## src/sv/assert_macros.svh

```systemverilog
`ifndef ASSERT_MACROS_SVH
`define ASSERT_MACROS_SVH

// Clocked check, off while reset is held.
`define BPC_ASSERT(label, prop, msg) \
  label: assert property (@(posedge clk) disable iff (!rst_n) prop) else $error(msg);

// Clocked check that also runs during reset.
`define BPC_ASSERT_ALWAYS(label, prop, msg) \
  label: assert property (@(posedge clk) prop) else $error(msg);

`endif

```

## src/sv/bpc_pkg.sv

```systemverilog
`default_nettype none
package bpc_pkg;

  localparam int TICK_COUNT_WIDTH = 16;
  localparam int REG_W            = 16;
  localparam int CFG_IDX_W        = 2;
  localparam int CMP_W = (TICK_COUNT_WIDTH > REG_W) ? TICK_COUNT_WIDTH : REG_W;

  localparam logic [REG_W-1:0] DEF_DEBOUNCE = REG_W'(50);
  localparam logic [REG_W-1:0] DEF_LONG     = REG_W'(3000);
  localparam logic [REG_W-1:0] DEF_GAP      = REG_W'(200);

  localparam logic [TICK_COUNT_WIDTH-1:0] TICK_MAX = '1;

  typedef logic [TICK_COUNT_WIDTH-1:0] tick_t;
  typedef logic [REG_W-1:0]            reg_t;

  typedef enum logic [CFG_IDX_W-1:0] {
    REG_DEBOUNCE = 2'd0,
    REG_LONG     = 2'd1,
    REG_GAP      = 2'd2
  } reg_idx_t;

  typedef enum logic [2:0] {
    ST_IDLE        = 3'd0,
    ST_DEB1        = 3'd1,
    ST_WAIT_REL1   = 3'd2,
    ST_WAIT_PRESS2 = 3'd3,
    ST_DEB2        = 3'd4,
    ST_WAIT_REL2   = 3'd5
  } state_t;

  typedef enum logic [1:0] {
    PT_NONE   = 2'd0,
    PT_SINGLE = 2'd1,
    PT_DOUBLE = 2'd2,
    PT_LONG   = 2'd3
  } press_t;

  typedef struct packed {
    reg_t debounce_ticks;
    reg_t long_press_ticks;
    reg_t double_gap_ticks;
  } cfg_t;

  typedef struct packed {
    logic [1:0] press_type;
    logic [2:0] machine_state;
  } res_t;

endpackage
`default_nettype wire

```

## src/sv/bpc_ifs.sv

```systemverilog
`default_nettype none
interface bpc_in_if;
  logic valid;
  logic ready;
  logic button_level;
  modport source (output valid, output button_level, input ready);
  modport sink   (input valid, input button_level, output ready);
endinterface

interface bpc_out_if;
  logic       valid;
  logic       ready;
  logic [1:0] press_type;
  logic [2:0] machine_state;
  modport source (output valid, output press_type, output machine_state, input ready);
  modport sink   (input valid, input press_type, input machine_state, output ready);
endinterface

interface bpc_cfg_if;
  import bpc_pkg::*;
  logic                 valid;
  logic                 ready;
  logic [CFG_IDX_W-1:0] index;
  logic [REG_W-1:0]     data;
  modport source (output valid, output index, output data, input ready);
  modport sink   (input valid, input index, input data, output ready);
endinterface
`default_nettype wire

```

## src/sv/bpc_cfg.sv

```systemverilog
`default_nettype none
module bpc_cfg (
  input  wire logic                            clk,
  input  wire logic                            rst_n,
  input  wire logic                            wr_en,
  input  wire logic [bpc_pkg::CFG_IDX_W-1:0]   wr_index,
  input  wire bpc_pkg::reg_t                   wr_data,
  output bpc_pkg::cfg_t                        cfg
);
  import bpc_pkg::*;

  cfg_t cfg_r, cfg_nxt;

  always_comb begin
    cfg_nxt = cfg_r;
    if (wr_en) begin
      case (reg_idx_t'(wr_index))
        REG_DEBOUNCE: cfg_nxt.debounce_ticks   = wr_data;
        REG_LONG:     cfg_nxt.long_press_ticks = wr_data;
        REG_GAP:      cfg_nxt.double_gap_ticks = wr_data;
        default:      cfg_nxt = cfg_r;
      endcase
    end
  end

  always_ff @(posedge clk) begin
    if (!rst_n) begin
      cfg_r.debounce_ticks   <= DEF_DEBOUNCE;
      cfg_r.long_press_ticks <= DEF_LONG;
      cfg_r.double_gap_ticks <= DEF_GAP;
    end else begin
      cfg_r <= cfg_nxt;
    end
  end

  assign cfg = cfg_r;

endmodule
`default_nettype wire

```

## src/sv/bpc_fsm.sv

```systemverilog
`default_nettype none
`include "assert_macros.svh"
module bpc_fsm (
  input  wire logic          clk,
  input  wire logic          rst_n,
  input  wire logic          acc,
  input  wire logic          button_level,
  input  wire bpc_pkg::cfg_t cfg,
  output bpc_pkg::res_t      res_nxt
);
  import bpc_pkg::*;

  state_t state_r, state_nxt;
  tick_t  elapsed_r, elapsed_nxt;
  press_t type_r, type_nxt;

  logic  pressed;
  tick_t inc;
  logic  deb_done, long_done, gap_done;

  assign pressed = !button_level;
  assign inc     = (elapsed_r == TICK_MAX) ? elapsed_r : elapsed_r + 1'b1;

  assign deb_done  = CMP_W'(inc) > CMP_W'(cfg.debounce_ticks);
  assign long_done = CMP_W'(inc) > CMP_W'(cfg.long_press_ticks);
  assign gap_done  = CMP_W'(inc) > CMP_W'(cfg.double_gap_ticks);

  // Next state
  always_comb begin
    state_nxt = state_r;
    case (state_r)
      ST_IDLE:        if (pressed) state_nxt = ST_DEB1;
      ST_DEB1:        if (deb_done) state_nxt = pressed ? ST_WAIT_REL1 : ST_IDLE;
      ST_WAIT_REL1:   if (!pressed) state_nxt = long_done ? ST_IDLE : ST_WAIT_PRESS2;
      ST_WAIT_PRESS2: begin
        // expired gap wins over a press on the same tick
        if (gap_done) state_nxt = ST_IDLE;
        else if (pressed) state_nxt = ST_DEB2;
      end
      ST_DEB2:        if (deb_done) state_nxt = pressed ? ST_WAIT_REL2 : ST_IDLE;
      ST_WAIT_REL2:   if (!pressed) state_nxt = ST_IDLE;
      default:        state_nxt = state_r;
    endcase
  end

  // Counter and press type
  always_comb begin
    elapsed_nxt = inc;
    type_nxt    = type_r;
    case (state_r)
      ST_IDLE: begin
        type_nxt = PT_NONE;
        if (pressed) elapsed_nxt = '0;
      end
      ST_DEB1, ST_DEB2: begin
        if (deb_done) elapsed_nxt = '0;
      end
      ST_WAIT_REL1: begin
        if (!pressed) begin
          if (long_done) type_nxt = PT_LONG;
          else elapsed_nxt = '0;
        end
      end
      ST_WAIT_PRESS2: begin
        if (gap_done) type_nxt = PT_SINGLE;
        else if (pressed) elapsed_nxt = '0;
      end
      ST_WAIT_REL2: begin
        if (!pressed) type_nxt = PT_DOUBLE;
      end
      default: begin
        type_nxt = type_r;
      end
    endcase
  end

  always_ff @(posedge clk) begin
    if (!rst_n) begin
      state_r   <= ST_IDLE;
      elapsed_r <= '0;
      type_r    <= PT_NONE;
    end else if (acc) begin
      state_r   <= state_nxt;
      elapsed_r <= elapsed_nxt;
      type_r    <= type_nxt;
    end
  end

  assign res_nxt.press_type    = type_nxt;
  assign res_nxt.machine_state = state_nxt;

  `BPC_ASSERT(a_hold_idle, !acc |=> $stable(state_r) && $stable(elapsed_r) && $stable(type_r),
    "classifier state moved without a request")
  `BPC_ASSERT(a_mark_on_press, (acc && state_r == ST_IDLE && !button_level) |=> elapsed_r == '0,
    "press from idle did not mark the counter")
  `BPC_ASSERT(a_double, (acc && state_r == ST_WAIT_REL2 && button_level) |=>
    (type_r == PT_DOUBLE && state_r == ST_IDLE), "second release did not give a double press")

endmodule
`default_nettype wire

```

## src/sv/bpc_outbuf.sv

```systemverilog
`default_nettype none
`include "assert_macros.svh"
module bpc_outbuf (
  input  wire logic          clk,
  input  wire logic          rst_n,
  input  wire logic          push,
  input  wire bpc_pkg::res_t push_data,
  output logic               in_ready,
  output logic               out_valid,
  input  wire logic          out_ready,
  output bpc_pkg::res_t      out_data
);
  import bpc_pkg::*;

  logic out_valid_r, skid_valid_r;
  res_t out_data_r, skid_data_r;

  always_ff @(posedge clk) begin
    if (!rst_n) begin
      out_valid_r  <= 1'b0;
      skid_valid_r <= 1'b0;
    end else if (!out_valid_r || out_ready) begin
      // drain skid first; no push can arrive while it is full
      out_valid_r  <= skid_valid_r || push;
      skid_valid_r <= 1'b0;
    end else if (push) begin
      skid_valid_r <= 1'b1;
    end
  end

  always_ff @(posedge clk) begin
    if (!out_valid_r || out_ready) begin
      out_data_r <= skid_valid_r ? skid_data_r : push_data;
    end else if (push) begin
      skid_data_r <= push_data;
    end
  end

  assign in_ready  = !skid_valid_r;
  assign out_valid = out_valid_r;
  assign out_data  = out_data_r;

  `BPC_ASSERT_ALWAYS(a_skid_behind_out, skid_valid_r |-> out_valid_r,
    "skid holds a request while the output stage is empty")
  `BPC_ASSERT(a_skid_drains, (skid_valid_r && out_ready) |=> (!skid_valid_r && out_valid_r),
    "skid entry not moved forward on drain")

endmodule
`default_nettype wire

```

## src/sv/button_press_classifier.sv

```systemverilog
// Results are registered in the output stage, or the skid stage while out_ch stalls.
// Throughput: one request per cycle; the state update and threshold compares are one
//   register-to-register pass, and a one-entry skid stage keeps in_ch.ready up while
//   a result waits, dropping it only when the skid entry is occupied.
// Reset (rst_n low, synchronous): idle state, counter zero, press type none, thresholds
//   back to 50 / 3000 / 200, output and skid stages empty.
`default_nettype none
module button_press_classifier (
  input  wire logic clk,
  input  wire logic rst_n,
  bpc_in_if.sink    in_ch,
  bpc_out_if.source out_ch,
  bpc_cfg_if.sink   cfg_ch
);
  import bpc_pkg::*;

  cfg_t cfg;
  res_t res_nxt;
  res_t out_data;
  logic in_acc;
  logic in_ready;
  logic cfg_acc;

  assign cfg_ch.ready = 1'b1;
  assign cfg_acc      = cfg_ch.valid;
  assign in_ch.ready  = in_ready;
  assign in_acc       = in_ch.valid && in_ready;

  bpc_cfg u_cfg (
    .clk      (clk),
    .rst_n    (rst_n),
    .wr_en    (cfg_acc),
    .wr_index (cfg_ch.index),
    .wr_data  (cfg_ch.data),
    .cfg      (cfg)
  );

  bpc_fsm u_fsm (
    .clk          (clk),
    .rst_n        (rst_n),
    .acc          (in_acc),
    .button_level (in_ch.button_level),
    .cfg          (cfg),
    .res_nxt      (res_nxt)
  );

  bpc_outbuf u_outbuf (
    .clk       (clk),
    .rst_n     (rst_n),
    .push      (in_acc),
    .push_data (res_nxt),
    .in_ready  (in_ready),
    .out_valid (out_ch.valid),
    .out_ready (out_ch.ready),
    .out_data  (out_data)
  );

  assign out_ch.press_type    = out_data.press_type;
  assign out_ch.machine_state = out_data.machine_state;

endmodule
`default_nettype wire

```

## src/flat_wrapper.sv

```systemverilog
// flat-port wrapper written by rule: the top's interface ports become plain ports
module button_press_classifier_flat import bpc_pkg::*;
  (clk, rst_n, in_ch_valid, in_ch_button_level, in_ch_ready, out_ch_valid, out_ch_press_type, out_ch_machine_state, out_ch_ready, cfg_ch_valid, cfg_ch_index, cfg_ch_data, cfg_ch_ready);
  bpc_in_if in_ch_i ();
  bpc_out_if out_ch_i ();
  bpc_cfg_if cfg_ch_i ();
  input  wire logic clk;
  input  wire logic rst_n;
  input wire logic [$bits(in_ch_i.valid)-1:0] in_ch_valid;
  input wire logic [$bits(in_ch_i.button_level)-1:0] in_ch_button_level;
  output wire logic [$bits(in_ch_i.ready)-1:0] in_ch_ready;
  output wire logic [$bits(out_ch_i.valid)-1:0] out_ch_valid;
  output wire logic [$bits(out_ch_i.press_type)-1:0] out_ch_press_type;
  output wire logic [$bits(out_ch_i.machine_state)-1:0] out_ch_machine_state;
  input wire logic [$bits(out_ch_i.ready)-1:0] out_ch_ready;
  input wire logic [$bits(cfg_ch_i.valid)-1:0] cfg_ch_valid;
  input wire logic [$bits(cfg_ch_i.index)-1:0] cfg_ch_index;
  input wire logic [$bits(cfg_ch_i.data)-1:0] cfg_ch_data;
  output wire logic [$bits(cfg_ch_i.ready)-1:0] cfg_ch_ready;
  assign in_ch_i.valid = in_ch_valid;
  assign in_ch_i.button_level = in_ch_button_level;
  assign in_ch_ready = in_ch_i.ready;
  assign out_ch_valid = out_ch_i.valid;
  assign out_ch_press_type = out_ch_i.press_type;
  assign out_ch_machine_state = out_ch_i.machine_state;
  assign out_ch_i.ready = out_ch_ready;
  assign cfg_ch_i.valid = cfg_ch_valid;
  assign cfg_ch_i.index = cfg_ch_index;
  assign cfg_ch_i.data = cfg_ch_data;
  assign cfg_ch_ready = cfg_ch_i.ready;
  button_press_classifier u_core (.clk(clk), .rst_n(rst_n), .in_ch(in_ch_i), .out_ch(out_ch_i), .cfg_ch(cfg_ch_i));
endmodule
```

## config.mk

```make
export PLATFORM = sky130hd
export DESIGN_NAME = button_press_classifier_flat
export DESIGN_NICKNAME = d
export VERILOG_FILES = /design/src/sv/bpc_pkg.sv /design/src/sv/bpc_ifs.sv /design/src/sv/bpc_cfg.sv /design/src/sv/bpc_fsm.sv /design/src/sv/bpc_outbuf.sv /design/src/sv/button_press_classifier.sv /design/src/flat_wrapper.sv
export VERILOG_INCLUDE_DIRS = /design/src /design/src/sv
export SDC_FILE = /design/constraint.sdc
export NUM_CORES = 1
export LEC_CHECK = 0
export ABC_CLOCK_PERIOD_IN_PS = 3700
export BUFFER_PORTS_ARGS = -buffer_cell sky130_fd_sc_hd__buf_2
export CAP_MARGIN = 20
export CORE_UTILIZATION = 40
export CTS_CLUSTER_SIZE = 12
export DETAILED_ROUTE_END_ITERATION = 8
export PLACE_DENSITY = 0.71
export SLEW_MARGIN = 40
export SYNTH_ARGS = -nofsm -noshare
export SYNTH_HDL_FRONTEND = slang
export SYNTH_SLANG_ARGS = --single-unit
```

## constraint.sdc

```tcl
create_clock -name clk -period 3.7 [get_ports clk]
set_input_delay 0.185 -clock clk [delete_from_list [all_inputs] [get_ports clk]]
set_output_delay 0.185 -clock clk [all_outputs]
set_load 0.01 [all_outputs]
```

Yosys cells after proc, flatten, opt, wreduce, memory -nomap -nowiden
Cells that the tools add are included.
{"block": "op_classes", "n_addsub": 1, "n_lt_le_gt_ge": 3, "n_eq_ne": 8, "n_mux": 24, "n_bitwise": 2, "n_reduce_logical": 13}
{"operator": "16-bit two-way mux", "count": 6}
{"operator": "16-bit one-hot mux with 4 select lines", "count": 1}
{"operator": "16-bit > comparator", "count": 3}
{"operator": "3-bit two-way mux", "count": 8}
{"operator": "3-bit one-hot mux with 6 select lines", "count": 1}
{"operator": "16-bit by 1-bit adder with 16-bit output (second input constant)", "count": 1}
{"operator": "16-bit == test (second input constant)", "count": 1}
{"operator": "2-bit two-way mux", "count": 6}
{"operator": "2-bit one-hot mux with 4 select lines", "count": 1}
{"operator": "2-bit AND reduction", "count": 4}
{"operator": "3-bit by 2-bit == test with 1-bit output (second input constant)", "count": 2}
{"operator": "3-bit == test (second input constant)", "count": 2}
{"operator": "5-bit two-way mux", "count": 1}
{"operator": "2-bit OR reduction", "count": 2}
{"operator": "3-bit by 1-bit == test with 1-bit output (second input constant)", "count": 1}
{"operator": "3-bit zero test", "count": 1}
{"operator": "2-bit by 1-bit == test with 1-bit output (second input constant)", "count": 1}
{"operator": "2-bit == test (second input constant)", "count": 1}
{"operator": "1-bit zero test", "count": 2}
{"operator": "2-bit zero test", "count": 1}
{"operator": "1-bit logical OR", "count": 2}
{"operator": "1-bit NOT", "count": 2}
{"operator": "1-bit logical AND", "count": 1}
{"block": "totals", "register_bits": 81, "inputBits": 24, "out_inout_bits": 8, "word_cells": 63}

Depth between registers and ports, before layout
{"block": "depth", "depth_word": 7, "ltp_mapped": 17, "depth_no_buf": 15}

Modules after synthesis
A second synthesis with hierarchy kept.
{"block": "unflattened", "cells_unflattened": 573, "hier_area_um2": 5131.2}
{"module": "bpc_fsm", "instances": 1, "cells_each": 356, "area_per_inst_um2": 2728.9}
{"module": "bpc_cfg", "instances": 1, "cells_each": 189, "area_per_inst_um2": 1914.3}
{"module": "bpc_outbuf", "instances": 1, "cells_each": 25, "area_per_inst_um2": 470.5}
{"module": "button_press_classifier", "instances": 1, "cells_each": 3, "area_per_inst_um2": 17.5}

Worst setup path before layout
No wires, ideal clock.
{"block": "synth_timing", "path_kind": "register to register", "from": "reg u_core.u_fsm.elapsed_r[1]", "to": "reg u_core.u_outbuf.out_data_r (netlist bit u_core.u_outbuf.out_data[3]), data pin", "t_arrival_ps": 3288, "t_required_ps": 3431, "slack_ps": 144, "stages_incl_launch_ff": 15, "synth_period_minus_slack_ps": 3556, "path_cell_list": "dfxtp_1 -> ha_1 -> and3_1 -> nand3_1 -> o21bai_1 -> nor2_1 -> xor2_1 -> ha_1 -> nand2_1 -> nor3_1 -> a2111oi_4 -> a31oi_4 -> a22o_1 -> a221oi_2 -> o31ai_1"}
{"block": "synth_between", "elab_chain_cells": 7, "word_cells_on_any_way": 10, "classes_between": "add/sub (1); order compare (2); eq/ne (1); mux (6)"}
{"element": "from (decl)", "line_no": "bpc_fsm.sv:14", "text": "tick_t elapsed_r, elapsed_nxt;"}
{"element": "from (signal assigned)", "line_no": "bpc_fsm.sv:84", "text": "elapsed_r <= elapsed_nxt;"}
{"element": "16-bit by 1-bit adder with 16-bit output or 16-bit == test (tied branches)", "line_no": "bpc_fsm.sv:22", "text": "assign inc = (elapsed_r == TICK_MAX) ? elapsed_r : elapsed_r + 1'b1;"}
{"element": "16-bit two-way mux (*)", "line_no": "bpc_fsm.sv:22"}
{"element": "16-bit > comparator", "line_no": "bpc_fsm.sv:25", "text": "assign long_done = CMP_W'(inc) > CMP_W'(cfg.long_press_ticks);"}
{"element": "2-bit two-way mux", "line_no": "bpc_fsm.sv:60", "text": "if (long_done) type_nxt = PT_LONG;"}
{"element": "2-bit two-way mux", "line_no": "bpc_fsm.sv:59", "text": "if (!pressed) begin"}
{"element": "2-bit one-hot mux with 4 select lines (*)", "line_no": "bpc_fsm.sv:50", "text": "case (state_r)"}
{"element": "5-bit two-way mux (*)", "line_no": "bpc_outbuf.sv:33", "text": "out_data_r <= skid_valid_r ? skid_data_r : push_data;"}
{"element": "to (signal assigned)", "line_no": "bpc_outbuf.sv:33"}
{"element": "to (decl)", "line_no": "bpc_outbuf.sv:16", "text": "res_t out_data_r, skid_data_r;"}
Mark *: on every way between the ends. The rest lies on a longest branch, timed or not.
A chain may end at the register's enable or synchronous reset.

Final worst setup path
{"block": "layout_timing", "from": "reg u_core.u_fsm.elapsed_r[0]", "to": "reg u_core.u_outbuf.out_data_r (netlist bit u_core.u_outbuf.out_data[3]), data pin"}
Same word-level chain as after synthesis.

==> parameters.txt <==
Parameter                              Value

Outcome
  Run status    finished, final reports clean

Layout
  Post-layout nets    730
  # diodes    0
  Number of standard cells in the layout, taps in and fillers out    834
  Syn-to-layout area delta    18.9%
  Filler Cell Count    1218
  Layout cell share with drive strength beyond 1    22.5%

Clock tree
  Library cell used as clock root buffer    sky130_fd_sc_hd__clkbuf_16
  CTS tree    yes
  Later-pin clock latency in the skew report    0.34 ns
  CTS Buffer Depth    2
  Clock transition at the registers of the reported paths    0.06 ns
  Number of clock buffers inserted by TritonCTS    9
  CTS Hold Buffers Added    0
  H-tree depth    3
  Num Clock Sinks    81

Power
  Combinational power share    14.2%
  Power density over the cells    335 nW/um^2
  Net switching fraction of the power    27.1%
  Power dissipated by switching net loads    0.000560 W
  Internal    0.00151 W
  Clock share of power    39.3%
  Leakage power total    2.56 nW
  Flop pwr share    46.5%
  Worst IR Drop VDD    0.284 mV

Worst hold path
  Worst hold path startpoint    cfg_ch_data[9]
  Classification of the worst-slack hold path    in2reg
  Hold depth    3
  Hold Path End    u_core.u_cfg.cfg[25]

Floorplanning
  Die span in y    116 um
  I/O pin count    32
  Floorplan die width    116 um
  Starting utilization of the core area    41.1%
  Floorplan die area    13400 sq um
  Standard cell core area    12600 sq um
  Cell Rows    41

Route
  Final ANT Viol Nets    0
  Initial DRT Pass Iterations    5
  DR vias    4637
  Violation count after the first detailed-routing iteration    269
  Wire length per cell after detailed routing    15.8 um
  # DRC    0
  Aggregate routed wire length    13.2 mm
  Detailed-route vias per instance    5.56

Yosys
  Netlist cell types    79
  Share of synthesized flip-flops with an asynchronous set or reset    0%
  Commonest register cell after synthesis    sky130_fd_sc_hd__dfxtp_1
  Sequential-to-total area share from yosys stat    33.2%
  Mean instance size in the synthesized netlist    8.51 sq um
  Number of flops mapped to enable cells by yosys    10
  Cell type with the highest aggregate area in the netlist    sky130_fd_sc_hd__dfxtp_1
  Area share of the leading cell type in the synthesized netlist    27.4%
  Cell area after synthesis    5180 sq um
  FF+latch count, synth    81
  Number of warnings issued by yosys    0
  Cell types with the largest area share after synthesis    sky130_fd_sc_hd__dfxtp_1, sky130_fd_sc_hd__ha_1, sky130_fd_sc_hd__nand2_1, sky130_fd_sc_hd__a21oi_1, sky130_fd_sc_hd__edfxtp_1
  Mapped Cells    609
  Synthesized net count    682

Worst setup path
  Startpoint type of the worst setup path    register
  CP peak stage delay    0.46 ns
  Type of the worst setup path    reg2reg
  Slowest cell on the critical path    sky130_fd_sc_hd__a2111oi_4
  Cell chain of the critical path    ha_4 -> and3_4 -> nand3_4 -> nor3_4 -> nor2_2 -> nand2_1 -> xnor2_2 -> ha_1 -> a21oi_1 -> o21ai_1 -> a2111oi_4 -> a31oi_4 -> a22o_1 -> a221oi_4 -> o31ai_1
  Critical Path Fanout Max    4
  Delay-heaviest family, CP    compound AO/OA/AOI/OAI gates
  Number of cells on the worst reg-to-reg path    15
  Reg2Reg Setup Slack    0.12 ns
  Critical path buffer and inverter count    0
  Reg-to-reg endpoint    u_core.u_outbuf.out_data[3]
  Category of the worst setup path capture point    register
  Data required time at the worst endpoint    3.78 ns
  Arrival time of the worst setup path    3.66 ns
  Worst flop-to-flop path startpoint    u_core.u_fsm.elapsed_r[0]

Timing
  Tightest Pin Transition    0.758 ns
  Fin crit share    96.7%
  Peak clock frequency supported by timing    0.280 GHz
  Clock Skews    0.00624 ns
  Count of pins over their slew limit    0
  Headroom to the max-slew limit    49.5%
  Min Tclk post-route    3.58 ns
  Total count of hold-check failures in the final report    0
  Setup violation total in the final timing report    0
  Hold slack final    0.103 ns

Global route
  Total grt overflow    0
  First-pass GRT wire length    21.7 mm
  Combined global-route utilization of all metal layers    20.6%
  Maximum number of pins on one net before global-route repair    47
  Initial antenna violation count    0
  Vias in the first global route    4606

Flow run
  MaxCap Viol Count    0

Placed design
  Dpl hpwl    9.82 mm
  Cell count after placement    805
  Port Buf Inserts    30
  Routability cong.    0.889
## power by group through the flow
| stage | logic (W) | registers, W | clock network, W |
|---|---|---|---|
| finish | 0.000293 | 0.000961 | 0.000813 |
| global route | 0.000327 | 0.000967 | 0.000860 |
| CTS | 0.000279 | 0.000957 | 0.000820 |
| detailed placement | 0.000270 | 0.000977 | 0 |
| global placement | 0.000260 | 0.000975 | 0 |
| floorplan | 0.000207 | 0.000967 | 0 |
## metal layers
metal,vias to the layer above,routed length (um),track usage (%)
met3,34,577,4.55
met2,113,6500,35.9
met1,2231,5720,24.6
li1,2259,-,-
met4,0,352,8.29
met5,-,0,0
## cell usage in the layout (no fill, tap or decap), types with 4 or more instances in the layout
cell	count
sky130_fd_sc_hd__o211ai_1	15
sky130_fd_sc_hd__buf_4	34
sky130_fd_sc_hd__a21oi_1	60
sky130_fd_sc_hd__edfxtp_1	10
sky130_fd_sc_hd__and3_1	5
sky130_fd_sc_hd__inv_1	56
sky130_fd_sc_hd__a32o_1	10
sky130_fd_sc_hd__a21o_1	5
sky130_fd_sc_hd__nand2_1	116
sky130_fd_sc_hd__clkbuf_16	9
sky130_fd_sc_hd__a31oi_1	7
sky130_fd_sc_hd__ha_1	46
sky130_fd_sc_hd__nand3_1	13
sky130_fd_sc_hd__nand4_1	8
sky130_fd_sc_hd__dfxtp_1	64
sky130_fd_sc_hd__nor2_1	19
sky130_fd_sc_hd__nand3b_1	4
sky130_fd_sc_hd__nor3_1	9
sky130_fd_sc_hd__nor2_2	4
sky130_fd_sc_hd__dfxtp_2	7
sky130_fd_sc_hd__o21ai_0	7
sky130_fd_sc_hd__nor2b_1	5
sky130_fd_sc_hd__buf_2	30
sky130_fd_sc_hd__xnor2_1	7
sky130_fd_sc_hd__clkinv_2	4
sky130_fd_sc_hd__o21ai_1	5
sky130_fd_sc_hd__and4_1	4
## Yosys cell counts, drive strengths merged (5+ instances only)
master and instances:
a32o 10, a2111oi 5, nand2 117, nor2b 5, nand3 15, edfxtp 10
xnor2 10, ha 49, clkbuf 22, dfxtp 71, nor2 24, o21ai 12
inv 56, and3 7, a21oi 63, a31oi 8, o21a 5, a21o 6
o211ai 15, nor3 12, buf 7, nand4 11
## what timing repair did
action,in CTS,in global routing
pin swaps,3,14
gates cloned,0,0
setup endpoints to repair,31,31
resized for setup,18,29
buffers inserted,3,9
## worst max path at each step
stage                                    startpoint                          end  slack, ns  cells after the start
after floorplan           u_core.u_fsm.elapsed_r[1]  u_core.u_outbuf.out_data[3]       0.14                     14
after global placement    u_core.u_fsm.elapsed_r[0]   u_core.u_fsm.elapsed_r[12]      -0.04                     16
after detailed placement  u_core.u_fsm.elapsed_r[0]    u_core.u_fsm.elapsed_r[3]      -0.22                     16
after CTS                 u_core.u_fsm.elapsed_r[1]  u_core.u_outbuf.out_data[1]      0.005                     16
after global routing      u_core.u_fsm.elapsed_r[8]  u_core.u_outbuf.out_data[1]      -0.04                     15
final                     u_core.u_fsm.elapsed_r[0]  u_core.u_outbuf.out_data[3]       0.12                     15
## worst min-delay path: cells and delay by family
kind | cells | cell delay, ns
buffers and inverters | 1 | 0.10
AOI/OAI and AO/OA | 1 | 0.07
and+or+nand+nor | 1 | 0.05
## through the flow
stage	area [sq um]	utilization, %	setup TNS, ns	power, W	setup WS [ns]
after floorplan	5180	-	0	0.00117	0.144
after global placement	5540	43.9	-0.537	0.00124	-0.0417
after detailed placement	5540	43.9	-4.27	0.00125	-0.222
final	6160	48.8	0	0.00207	0.122
after global routing	6160	48.8	-0.0943	0.00215	-0.0362
after CTS	5930	47.0	0	0.00206	0.00483
## cells by family after synthesis
logic type / after synthesis / share of synthesized area, %
muxes: 5 / 1.01
adders and majority gates: 49 / 11.8
other: 1 / 0.0723
AOI/OAI and AO/OA: 155 / 22.3
and+or+nand+nor: 218 / 21.4
xor gates and xnor gates: 14 / 2.37
DFF: 81 / 33.2
buffers and inverters: 86 / 7.84
## registers in the layout, summed over array words and instances, names as in the netlist
signal                        count
u_core.u_fsm.state_r              3
u_core.u_cfg.cfg                 48
u_core.u_outbuf.skid_valid_r      1
u_core.u_outbuf.out_data          5
u_core.u_fsm.elapsed_r           16
u_core.u_fsm.type_r               2
u_core.u_outbuf.skid_data_r       5
u_core.u_outbuf.out_valid         1
## final cells by class
type | instances | area [sq um] | area share (%)
Clock buffer | 12 | 246 | 4.00
Sequential cell | 81 | 1730 | 28.1
Multi-Input combinational cell | 442 | 3300 | 53.6
Inverter | 56 | 210 | 3.41
Tap cell | 172 | 215 | 3.49
Clock inverter | 4 | 20.0 | 0.325
Timing Repair Buffer | 67 | 439 | 7.13
Note: power is estimated with default switching activity, not from simulation.
